### config.mk
export PLATFORM = sky130hd
export DESIGN_NAME = sorted_table_multichannel_pwm
export DESIGN_NICKNAME = d
export VERILOG_FILES = /design/src/hdl/stmp_pkg.sv /design/src/hdl/stmp_rank_lane.sv /design/src/hdl/stmp_table_merge.sv /design/src/hdl/sorted_table_multichannel_pwm.sv
export VERILOG_INCLUDE_DIRS = /design/src /design/src/hdl
export SDC_FILE = /design/constraint.sdc
export NUM_CORES = 1
export LEC_CHECK = 0
export ABC_AREA = 1
export BUFFER_PORTS_ARGS = -buffer_cell sky130_fd_sc_hd__buf_2
export CORE_MARGIN = 4
export CORE_UTILIZATION = 60
export DETAILED_ROUTE_END_ITERATION = 6
export GPL_TIMING_DRIVEN = 0
export PLACE_DENSITY = 0.88
export SYNTH_ARGS = -nofsm -noshare
export SYNTH_HDL_FRONTEND = slang
export SYNTH_SLANG_ARGS = --single-unit
### constraint.sdc
create_clock -name clk -period 3.05 [get_ports clk]
set_input_delay 0.1525 -clock clk [delete_from_list [all_inputs] [get_ports clk]]
set_output_delay 0.1525 -clock clk [all_outputs]
set_load 0.005 [all_outputs]
### src/hdl/sorted_table_multichannel_pwm_assert.svh
// ----------------------------------------------------------------------------
// Assertion macros for the sorted table PWM
// Concurrent assertion shorthands clocked on clk and disabled during reset.
// ----------------------------------------------------------------------------
`ifndef SORTED_TABLE_MULTICHANNEL_PWM_ASSERT_SVH
`define SORTED_TABLE_MULTICHANNEL_PWM_ASSERT_SVH

// Same-cycle implication.
`define STMP_ASSERT_NOW(lbl, ante, cons, msg) \
	lbl: assert property (@(posedge clk) disable iff (!arst_n) (ante) |-> (cons)) \
		else $error(msg);

// Next-cycle implication.
`define STMP_ASSERT_NEXT(lbl, ante, cons, msg) \
	lbl: assert property (@(posedge clk) disable iff (!arst_n) (ante) |=> (cons)) \
		else $error(msg);

`endif

### src/hdl/stmp_pkg.sv
`timescale 1ns / 1ps
// ----------------------------------------------------------------------------
// Sorted table PWM package
// Shared widths, operation codes and the types passed between the lanes,
// the table merge and the top level.
// ----------------------------------------------------------------------------
package stmp_pkg;

	localparam int NCH    = 4;
	localparam int NENT   = NCH + 1;
	localparam int DUTY_W = 8;
	localparam int RANK_W = (NCH > 1) ? $clog2(NCH) : 1;
	localparam int IDX_W  = $clog2(NENT);
	localparam int OP_W   = 2;
	localparam int IN_W   = NCH * DUTY_W;
	localparam int OUT_FIELDS_W = NCH + DUTY_W + 1;
	localparam int OUT_W  = ((OUT_FIELDS_W + 7) / 8) * 8;

	localparam logic [DUTY_W-1:0] FULL_ON = {DUTY_W{1'b1}};

	typedef enum logic [OP_W-1:0] {
		OP_SET_DUTIES  = 2'd0,
		OP_PERIOD      = 2'd1,
		OP_COMPARE     = 2'd2
	} op_t;

	typedef logic [NCH-1:0][DUTY_W-1:0] duty_vec_t;

	typedef struct packed {
		logic [RANK_W-1:0] rank;
		logic              on;
		logic              off_en;
	} lane_res_t;

	typedef struct packed {
		logic [NENT-1:0][NCH-1:0]    masks;
		logic [NENT-1:0][DUTY_W-1:0] times;
	} tbl_t;

endpackage

### src/hdl/stmp_rank_lane.sv
`timescale 1ns / 1ps
// ----------------------------------------------------------------------------
// Rank lane
// For one channel, counts the distinct duties below its own duty, which is
// the off table entry the channel belongs to.
// ----------------------------------------------------------------------------
module stmp_rank_lane (
	input  logic [stmp_pkg::DUTY_W-1:0] duty,
	input  stmp_pkg::duty_vec_t         duties,
	input  logic [stmp_pkg::NCH-1:0]    first,
	output stmp_pkg::lane_res_t         res
);
	import stmp_pkg::*;

	logic [RANK_W:0] cnt;

	always_comb begin
		cnt = '0;
		for (int d = 0; d < NCH; d++) begin
			if (first[d] && (duties[d] < duty)) begin
				cnt = cnt + (RANK_W + 1)'(1);
			end
		end
		res.rank   = cnt[RANK_W-1:0];
		res.on     = (duty != '0);
		res.off_en = (duty != FULL_ON);
	end

endmodule

### src/hdl/stmp_table_merge.sv
`timescale 1ns / 1ps
// ----------------------------------------------------------------------------
// Table merge
// Combines the lane ranks into the on-mask and the off table entries.
// ----------------------------------------------------------------------------
module stmp_table_merge (
	input  stmp_pkg::duty_vec_t            duties,
	input  stmp_pkg::lane_res_t [stmp_pkg::NCH-1:0] lanes,
	output stmp_pkg::tbl_t                 tbl
);
	import stmp_pkg::*;

	always_comb begin
		tbl = '0;
		for (int c = 0; c < NCH; c++) begin
			tbl.masks[0][c] = lanes[c].on;
		end
		for (int k = 0; k < NCH; k++) begin
			for (int c = 0; c < NCH; c++) begin
				if (lanes[c].off_en && (lanes[c].rank == RANK_W'(k))) begin
					tbl.masks[k+1][c] = 1'b1;
					tbl.times[k] = tbl.times[k] | duties[c];
				end
			end
		end
	end

endmodule

### src/hdl/sorted_table_multichannel_pwm.sv
`timescale 1ns / 1ps
// ----------------------------------------------------------------------------
// Sorted table multichannel PWM
// Four-channel PWM driven by one compare value and double-buffered off tables.
// ----------------------------------------------------------------------------
// The slave stream carries one command item: tuser selects set duties, period
// start or compare match, and tdata carries the four channel duties.
// The master stream returns exactly one result item per command: the channel
// levels, the compare value to load next and a flag for a table swap.
// A set duties item ranks the duties in four parallel lanes and merges the
// ranks into the off table of the idle bank in the same cycle; a later
// compare match at a zero entry swaps the banks.
// The result appears on the master side in the cycle after acceptance, and
// the block takes one item per cycle while the receiver does not stall; the
// state update of the pin, compare and step registers sets that rate.
// The result sits in an output register, so a new item is accepted whenever
// that register is empty or is being emptied in the same cycle. If the
// receiver stalls, the result holds and s_tready stays low until it is taken.
// Reset turns all channels off, clears the compare value, the step index,
// both table banks and the pending swap.
// ----------------------------------------------------------------------------
module sorted_table_multichannel_pwm (
	input  logic                         clk,
	input  logic                         arst_n,
	input  logic                         s_tvalid,
	output logic                         s_tready,
	input  logic [stmp_pkg::IN_W-1:0]    s_tdata,  // duty_a, duty_b, duty_c, duty_d
	input  logic [stmp_pkg::OP_W-1:0]    s_tuser,  // operation
	output logic                         m_tvalid,
	input  logic                         m_tready,
	output logic [stmp_pkg::OUT_W-1:0]   m_tdata   // pin_levels, compare_value, tables_swapped
);
	import stmp_pkg::*;

	duty_vec_t              duties;
	logic [NCH-1:0]         first;
	lane_res_t [NCH-1:0]    lanes;
	tbl_t                   built;
	tbl_t                   bank_q [2];
	tbl_t                   run;
	logic                   sel_q;
	logic                   sel_n;
	logic                   pend_q;
	logic                   pend_n;
	logic [IDX_W-1:0]       step_q;
	logic [IDX_W-1:0]       step_n;
	logic [IDX_W-1:0]       idx_inc;
	logic [NCH-1:0]         pin_q;
	logic [NCH-1:0]         pin_n;
	logic [DUTY_W-1:0]      cmp_q;
	logic [DUTY_W-1:0]      cmp_n;
	logic                   swap_n;
	logic                   swap_q;
	logic                   out_valid_q;
	logic                   accept;
	logic                   build_we;

	assign duties   = s_tdata;
	assign s_tready = !out_valid_q || m_tready;
	assign accept   = s_tvalid && s_tready;
	assign run      = bank_q[sel_q];

	always_comb begin
		for (int d = 0; d < NCH; d++) begin
			first[d] = 1'b1;
			for (int e = 0; e < d; e++) begin
				if (duties[e] == duties[d]) begin
					first[d] = 1'b0;
				end
			end
		end
	end

	for (genvar g = 0; g < NCH; g++) begin : g_lane
		stmp_rank_lane u_lane (
			.duty   (duties[g]),
			.duties (duties),
			.first  (first),
			.res    (lanes[g])
		);
	end

	stmp_table_merge u_merge (
		.duties (duties),
		.lanes  (lanes),
		.tbl    (built)
	);

	assign idx_inc = (step_q < IDX_W'(NCH)) ? step_q + IDX_W'(1) : IDX_W'(NCH);

	always_comb begin
		sel_n    = sel_q;
		pend_n   = pend_q;
		step_n   = step_q;
		pin_n    = pin_q;
		cmp_n    = cmp_q;
		swap_n   = 1'b0;
		build_we = 1'b0;
		case (op_t'(s_tuser))
			OP_SET_DUTIES: begin
				build_we = 1'b1;
				pend_n   = 1'b1;
			end
			OP_PERIOD: begin
				step_n = '0;
				pin_n  = pin_q | run.masks[0];
				cmp_n  = run.times[0];
			end
			OP_COMPARE: begin
				step_n = idx_inc;
				pin_n  = pin_q & ~run.masks[idx_inc];
				if (run.times[idx_inc] != '0) begin
					cmp_n = run.times[idx_inc];
				end else if (pend_q) begin
					pend_n = 1'b0;
					sel_n  = ~sel_q;
					swap_n = 1'b1;
				end
			end
			default: begin
			end
		endcase
	end

	always_ff @(posedge clk or negedge arst_n) begin
		if (!arst_n) begin
			bank_q[0]   <= '0;
			bank_q[1]   <= '0;
			sel_q       <= 1'b0;
			pend_q      <= 1'b0;
			step_q      <= '0;
			pin_q       <= '0;
			cmp_q       <= '0;
			swap_q      <= 1'b0;
			out_valid_q <= 1'b0;
		end else begin
			if (accept) begin
				if (build_we) begin
					bank_q[~sel_q] <= built;
				end
				sel_q  <= sel_n;
				pend_q <= pend_n;
				step_q <= step_n;
				pin_q  <= pin_n;
				cmp_q  <= cmp_n;
				swap_q <= swap_n;
			end
			if (accept) begin
				out_valid_q <= 1'b1;
			end else if (m_tready) begin
				out_valid_q <= 1'b0;
			end
		end
	end

	assign m_tvalid = out_valid_q;
	assign m_tdata  = OUT_W'({swap_q, cmp_q, pin_q});

	`include "sorted_table_multichannel_pwm_assert.svh"

	`STMP_ASSERT_NOW(a_step_range, 1'b1, step_q <= IDX_W'(NCH), "step index past table end")
	`STMP_ASSERT_NOW(a_swap_needs_pending, accept && swap_n,
		pend_q && (s_tuser == OP_COMPARE), "table swap without a pending build")
	`STMP_ASSERT_NEXT(a_accept_gives_result, accept, m_tvalid, "accepted item gave no result")

endmodule

==> results.py, run 1 <==
metrics = {
    "run_status": {
        "status": "finished with violations",
        "failed_checks": "hold timing",
    },
    "pwr": {
        "ir_drop_mv": 0.4647,
        "power_density_mw_per_mm2": 851.1,
        "seqPwrFrac_pct": 31.8,
        "clkPwrFrac_pct": 27.3,
        "power.switching_mw": 3.517,
        "finalPower_mw": 8.697,
        "leakage_nw": 5.521,
        "swShare_pct": 40.44,
        "pwr-share-comb_pct": 40.9,
        "p_int_mw": 5.180,
    },
    "floorplan": {
        "die_w_um": 130.4,
        "io-pin-count": 56,
        "fp.coreArea_mm2": 0.01459,
        "die_area_mm2": 0.01701,
        "start_util_pct": 61.66,
        "rows": 44,
        "die_height_um": 130.4,
    },
    "placement": {
        "gp_congestion": 1.133,
        "placed_cell_area_mm2": 0.009522,
        "place_ws_ns": -0.02805,
        "io_buffers": 51,
        "hpwl_um": 22150,
    },
    "global_routing": {
        "grt.overflow.total": 0,
        "antenna_found_initial": 0,
        "grt_util_all_layers_pct": 36.14,
        "grt_pass1_vias": 9035,
        "grt_pass1_wl_um": 47630,
        "grt_start_max_net_pins": 99,
    },
    "critical_path": {
        "cp.required_ns": 3.34,
        "crit_arrival_ns": 3.07,
        "crit_fanout": 10,
        "start_kind": "input pin",
        "worstSetupPathType": "in2reg",
        "crit_path_end_kind": "flop",
    },
    "routing": {
        "ant_nets": 0,
        "vias_per_cell": 6.303,
        "totalWireLength_um": 30460,
        "initialDrtViolationCount": 1542,
        "routedWlPerCell_um": 19.45,
        "drc": 0,
        "drtPass1Iterations": 6,
        "route.vias.total": 9870,
    },
    "clock_tree": {
        "clock-sinks": 123,
        "clkSlewWorstSetupHoldPaths_ns": 0.06,
        "htree_levels": 4,
        "tritoncts": "yes",
        "worstSkewPairLatency_ns": 0.42,
        "numCtsBuffers": 17,
        "clock-root-buffer": "clkbuf_16",
        "hold_buffers": 1,
        "cts.repair.resized": 0,
        "post_cts_buffers": 0,
        "cts_buffer_depth": 2,
    },
    "synth": {
        "yosysSeqAreaShare_pct": 34.22,
        "syn_area_per_cell_um2": 6.940,
        "synth_cell_types": 41,
        "yosysTopAreaCell": "dfrtp_1",
        "synth.area.top_cells": "dfrtp_1 (34%), nand2_1 (20%), ha_1 (8.6%), nand4_1 (7.1%), nand3_1 (4.5%)",
        "ys_warn_count": 0,
        "syn-cell-area_mm2": 0.008995,
        "synth_top_area_share_pct": 34.22,
        "netlist_instances": 1296,
        "ys_seq_elements": 123,
    },
    "sta": {
        "setup_slack_ns": 0.2668,
        "finalHoldViolations": 1,
        "maxSlewViolCount": 0,
        "max_freq_mhz": 359.3,
        "rsz0062_at_grt": "false",
        "worst_pin_slew_ns": 0.6257,
        "period_share_pct": 91.25,
        "skew_ns": 0.005054,
        "holdWs_ns": -0.001470,
        "slew_headroom_pct": 58.14,
        "finalCriticalPeriod_ns": 2.783,
        "setup_viol": 0,
    },
    "cells_and_area": {
        "final_cell_area_mm2": 0.01022,
        "utilization_pct": 70.04,
        "drive_gt1_share_pct": 10.49,
        "antennaDiodeCount": 0,
        "syn2layout_area_growth_pct": 13.60,
        "nNetsFinal": 1470,
    },
    "min_path": {
        "hp-class": "in2reg",
    },
    "run": {
        "cap_violations": 0,
    },
}
-- area by class of cell --
class	instances	area (um^2)
Inverter	86	322.8
Sequential cell	123	3078
Multi-Input combinational cell	1018	5248
Clock inverter	12	244.0
Timing Repair Buffer	53	299.0
Tap cell	184	230.2
Buffer	71	354.1
Fill cell	1142	4370
Clock buffer	19	442.9
-- cell families (layout without fill, tap and decap cells) --
kind of cell,after synthesis,count (layout),synth area share (%)
and+or+nand+nor,754,754,37.17
AOI/OAI and AO/OA,193,193,11.77
muxes,5,5,0.5564
other,1,3,0.04169
xor gates and xnor gates,1,1,0.09739
buffers and inverters,157,241,7.525
adders and majority gates,62,62,8.624
DFF,123,123,34.22
-- metrics by stage --
step	setup TNS (ns)	cells
2_1_floorplan	0	1298
3_3_place_gp	0	1533
3_5_place_dp	-0.1006	1534
4_1_cts	0	1566
5_1_grt	0	1566
6_report	0	1566
-- worst max-delay path, stage by stage --
cell and delay, ns:
clkbuf_1 0.33, inv_1 0.21, ha_1 0.24, inv_1 0.05, a21oi_1 0.05, o21ai_0 0.15, nand2_1 0.08, o211ai_1 0.12
nand2_1 0.19, ha_1 0.37, inv_1 0.06, nand3_1 0.09, nand2_2 0.15, buf_2 0.23, nand4_1 0.10, nand2_1 0.15
o21ai_1 0.23, nand2_1 0.11
-- registers in the layout, indices dropped and copies added, names as in the netlist --
register / cells
bank_q: 104
cmp_q: 8
m_tvalid: 1
pend_q: 1
pin_q: 4
sel_q: 1
step_q: 3
swap_q: 1
-- power by group through the flow --
stage / Clock (mW) / Combinational [mW] / Sequential [mW]
finish: 2.37 / 3.55 / 2.77
detailed placement: 0 / 3.40 / 2.75
global placement: 0 / 3.30 / 2.71
floorplan: 0 / 2.44 / 2.64
global route: 2.42 / 3.94 / 2.83
CTS: 2.35 / 3.47 / 2.74
-- layout by cell type (no fill, tap or decap), drive strengths merged, types with 2 or more instances in the layout --
master,n
a21o,3
a21oi,19
a31oi,3
buf,89
bufinv,7
clkbuf,53
clkinv,4
clkinvlp,2
conb,3
dfrtp,123
ha,62
inv,85
mux2i,5
nand2,487
nand3,81
nand4,102
nor2,59
nor4,12
o211ai,18
o21a,3
o21ai,135
o22ai,6
o32ai,3
or2,10
-- path summary, 6_finish.rpt --
path	startpoint	to	slack (ns)	cells past startpoint
max	s_tdata[8]	bank_q[68]$_DFFE_PN0P_	0.27	18
min	s_tvalid	m_tvalid$_DFFE_PN0P_	-0.001	3
max reg2reg	sel_q$_DFFE_PN0P_	pin_q[2]$_DFFE_PN0P_	0.51	10
min reg2reg	cmp_q[7]$_DFFE_PN0P_	cmp_q[7]$_DFFE_PN0P_	0.46	2
max in group asynchronous	arst_n	bank_q[28]$_DFFE_PN0P_	2.13	3
min in group asynchronous	arst_n	bank_q[56]$_DFFE_PN0P_	0.17	2
-- Yosys cell counts --
library cell  instances
nand2_1             479
dfrtp_1             123
nand4_1             102
nand3_1              80
inv_1                79
o21ai_1              75
ha_1                 62
o21ai_0              60
nor2_1               49
clkbuf_1             34
buf_2                22
a21oi_1              19
o211ai_1             18
buf_4                12
nor4_1               12
nand2_2               7
or2_1                 7
inv_2                 6
nor2_4                6
o22ai_1               6
mux2i_1               5
nor2_2                4
a21o_1                3
a31oi_1               3
o21a_1                3
o32ai_1               3
buf_6                 2
or2_2                 2
a22o_1                1
and2_1                1
buf_1                 1
clkinv_1              1
conb_1                1
nand2_4               1
nand3_4               1
nand3b_1              1
o221ai_1              1
o31ai_1               1
or2_0                 1
or3_1                 1
xor2_1                1
-- metal layers --
metal	vias to the layer above	global-route usage [%]	wire [um]
met5	-	0	0
met4	0	23.17	2208
met3	176	8.455	3765
met2	759	57.33	13520
met1	4412	44.43	10970
li1	4523	-	-
(Power assumes the default switching activity.)
==> run 2: changes to the inputs <==
--- a/config.mk
+++ b/config.mk
@@ -9,4 +9,5 @@
 export ABC_AREA = 1
 export BUFFER_PORTS_ARGS = -buffer_cell sky130_fd_sc_hd__buf_2
+export CORE_ASPECT_RATIO = 0.8
 export CORE_MARGIN = 4
 export CORE_UTILIZATION = 60
==> constraint.sdc (replaced) <==
create_clock -name clk -period 3.05 [get_ports clk]
set_input_delay 0.61 -clock clk [delete_from_list [all_inputs] [get_ports clk]]
set_output_delay 0.61 -clock clk [all_outputs]
set_load 0.005 [all_outputs]
==> run 2 against run 1 <==
  * The flow now finishes without violations
  * Die area barely moved
  * Via count rose by 0.74%
  * First-iteration DRC count fell by 24%
  * Sequential power barely moved
  * Critical path type unchanged
  * Critical endpoint is now bank_q[10]$_DFFE_PN0P_
  * Largest cell class unchanged
  * Largest power group unchanged
==> results.py, run 2 (same netlist as run 1, synthesis figures left out) <==
metrics = {
    "run_status": {
        "status": "completed",
    },
    "placement": {
        "place_ws_ns": -0.5470,
        "hpwl_um": 22580,
        "dp_cells": 1534,
        "gp_congestion": 0.9784,
        "io_buffers": 51,
    },
    "clock_tree": {
        "htree_levels": 4,
        "clkSlewWorstSetupHoldPaths_ns": 0.06,
        "clock-sinks": 123,
        "numCtsBuffers": 17,
        "worstSkewPairLatency_ns": 0.42,
        "cts_buffer_depth": 2,
        "clock-root-buffer": "clkbuf_16",
        "tritoncts": "yes",
    },
    "cells_and_area": {
        "final_cell_mix": "nand2_1 (468), dfrtp_1 (123), nand4_1 (102)",
        "nNetsFinal": 1475,
        "final_common_cell": "nand2_1",
        "top_register": "bank_q",
        "multi_input_area_mm2": 0.005329,
        "register_area_mm2": 0.003078,
        "reg_top3": "bank_q: 104 flops, cmp_q: 8 flops, pin_q: 4 flops",
        "antennaDiodeCount": 0,
        "stdcell_count": 1571,
        "largest_register_ffs": 104,
        "fill_cells": 1191,
        "drive_gt1_share_pct": 12.62,
        "syn2layout_area_growth_pct": 15.29,
    },
    "sta": {
        "period_share_pct": 97.28,
        "skew_ns": 0.006595,
        "setup_viol": 0,
        "finalSetupTns_ns": 0,
        "max_freq_mhz": 337.0,
        "worst_pin_slew_ns": 0.7631,
        "maxSlewViolCount": 0,
        "finalCriticalPeriod_ns": 2.967,
        "finalHoldViolations": 0,
        "setup_slack_ns": 0.08298,
        "slew_headroom_pct": 48.94,
    },
    "global_routing": {
        "grt_start_max_net_pins": 68,
        "grt_pass1_vias": 9284,
        "grt.overflow.total": 0,
        "grt_util_all_layers_pct": 36.75,
        "grt_pass1_wl_um": 48850,
        "antenna_found_initial": 0,
    },
    "floorplan": {
        "start_util_pct": 62.07,
        "rows": 39,
        "die_height_um": 117.5,
        "io-pin-count": 56,
        "die_w_um": 144.9,
        "fp.coreArea_mm2": 0.01449,
        "die_area_mm2": 0.01703,
    },
    "pwr": {
        "finalPower_mw": 8.869,
        "seqPwrFrac_pct": 30.9,
        "power_density_mw_per_mm2": 855.2,
        "leakage_nw": 5.580,
        "swShare_pct": 40.71,
        "power.switching_mw": 3.610,
        "p_int_mw": 5.258,
        "clkPwrFrac_pct": 27.1,
        "ir_drop_mv": 0.4309,
        "pwr-share-comb_pct": 42.0,
    },
    "critical_path": {
        "worstSetupPathType": "in2reg",
        "crit_fanout": 10,
        "cp.required_ns": 3.41,
        "crit_arrival_ns": 3.33,
        "regToRegSetupSlack_ns": 0.55,
        "worstRegToRegCells": 13,
        "crit_path_end_kind": "flop",
        "r2r-start": "sel_q$_DFFE_PN0P_",
        "r2r-end": "cmp_q[5]$_DFFE_PN0P_",
        "start_kind": "input pin",
    },
    "routing": {
        "drtPass1Iterations": 7,
        "drc": 0,
        "ant_nets": 0,
        "route.vias.total": 9943,
        "vias_per_cell": 6.329,
        "routedWlPerCell_um": 20.00,
        "totalWireLength_um": 31420,
        "initialDrtViolationCount": 1175,
    },
    "min_path": {
        "hp-class": "in2async",
    },
    "run": {
        "cap_violations": 0,
    },
}
==> run 2: cell count changes in the layout (fill, tap and decap cells not counted), moves of 3 or more <==
cell      change
buf_2         -7
buf_4         +8
clkbuf_4      +3
nand2_1      -11
nand2_2      +10
nand3_1       -5
nand3_2       +5
nor2_1        -3
o21ai_0       -4
o21ai_2       +3
==> run 2: area by class of cell <==
class                      instances  share of cell area, %
multi-input combinational       1018                  51.39
sequential                       123                  29.68
clock buffer                      19                  4.368
buffer                            71                  3.620
timing repair buffer              58                  3.270
inverter                          86                  3.113
clock inverter                    12                  2.341
tap                              184                  2.220
==> run 2: worst max-delay path by stage <==
stage,startpoint,to,cells after the start,slack (ns)
after global routing,s_tdata[27],bank_q[11]$_DFFE_PN0P_,20,-0.02
after CTS,s_tdata[8],bank_q[12]$_DFFE_PN0P_,18,0.02
after global placement,s_tdata[29],bank_q[14]$_DFFE_PN0P_,17,-0.45
final,s_tdata[18],bank_q[10]$_DFFE_PN0P_,17,0.08
after floorplan,s_tdata[8],bank_q[18]$_DFFE_PN0P_,20,0.24
after detailed placement,s_tdata[27],bank_q[9]$_DFFE_PN0P_,20,-0.55
==> run 2: per-layer routing <==
| layer | wire [um] | vias up | global-route usage, % |
|---|---|---|---|
| met2 | 13600 | 687 | 54.61 |
| met4 | 1343 | 0 | 14.80 |
| li1 | - | 4531 | - |
| met5 | 0 | - | 0 |
| met1 | 12140 | 4599 | 49.73 |
| met3 | 4342 | 126 | 11.45 |
==> run 2: metrics by stage <==
| step | hold WS (ns) | instance area [um^2] | util (%) |
|---|---|---|---|
| global placement | 0.4514 | 9488 | 65.47 |
| finish | 0.1429 | 10370 | 71.55 |
| CTS | 0.1681 | 10230 | 70.57 |
| floorplan | 0.3144 | 9002 | - |
| detailed placement | 0.4571 | 9522 | 65.70 |
| global route | 0.1995 | 10370 | 71.55 |
==> run 2: repair_timing <==
action | CTS | global route
resized for setup | 4 | 37
endpoints found under the hold margin | 0 | 0
hold buffers | 0 | 0
pin swaps | 0 | 3
setup endpoints to repair | 22 | 78
buffers inserted | 0 | 6
==> run 2: power groups by stage <==
stage,Combinational [mW],Clock [mW],Sequential [mW]
2_1_floorplan,2.44,0,2.64
3_3_place_gp,3.36,0,2.70
3_5_place_dp,3.45,0,2.73
4_1_cts,3.52,2.39,2.72
5_1_grt,4.08,2.47,2.81
6_report,3.72,2.40,2.74
==> run 2: critical path: stages <==
cell and delay, ns:
buf_2 0.24, inv_1 0.10, ha_1 0.28, nand2_1 0.06, o21ai_0 0.21, nand2_1 0.08, o211ai_1 0.13, nand2_2 0.16
ha_1 0.34, inv_1 0.08, nand3_1 0.09, nand2_2 0.19, clkbuf_4 0.25, nand4_1 0.12, nand2_1 0.20, o21ai_1 0.10
nand2_1 0.08
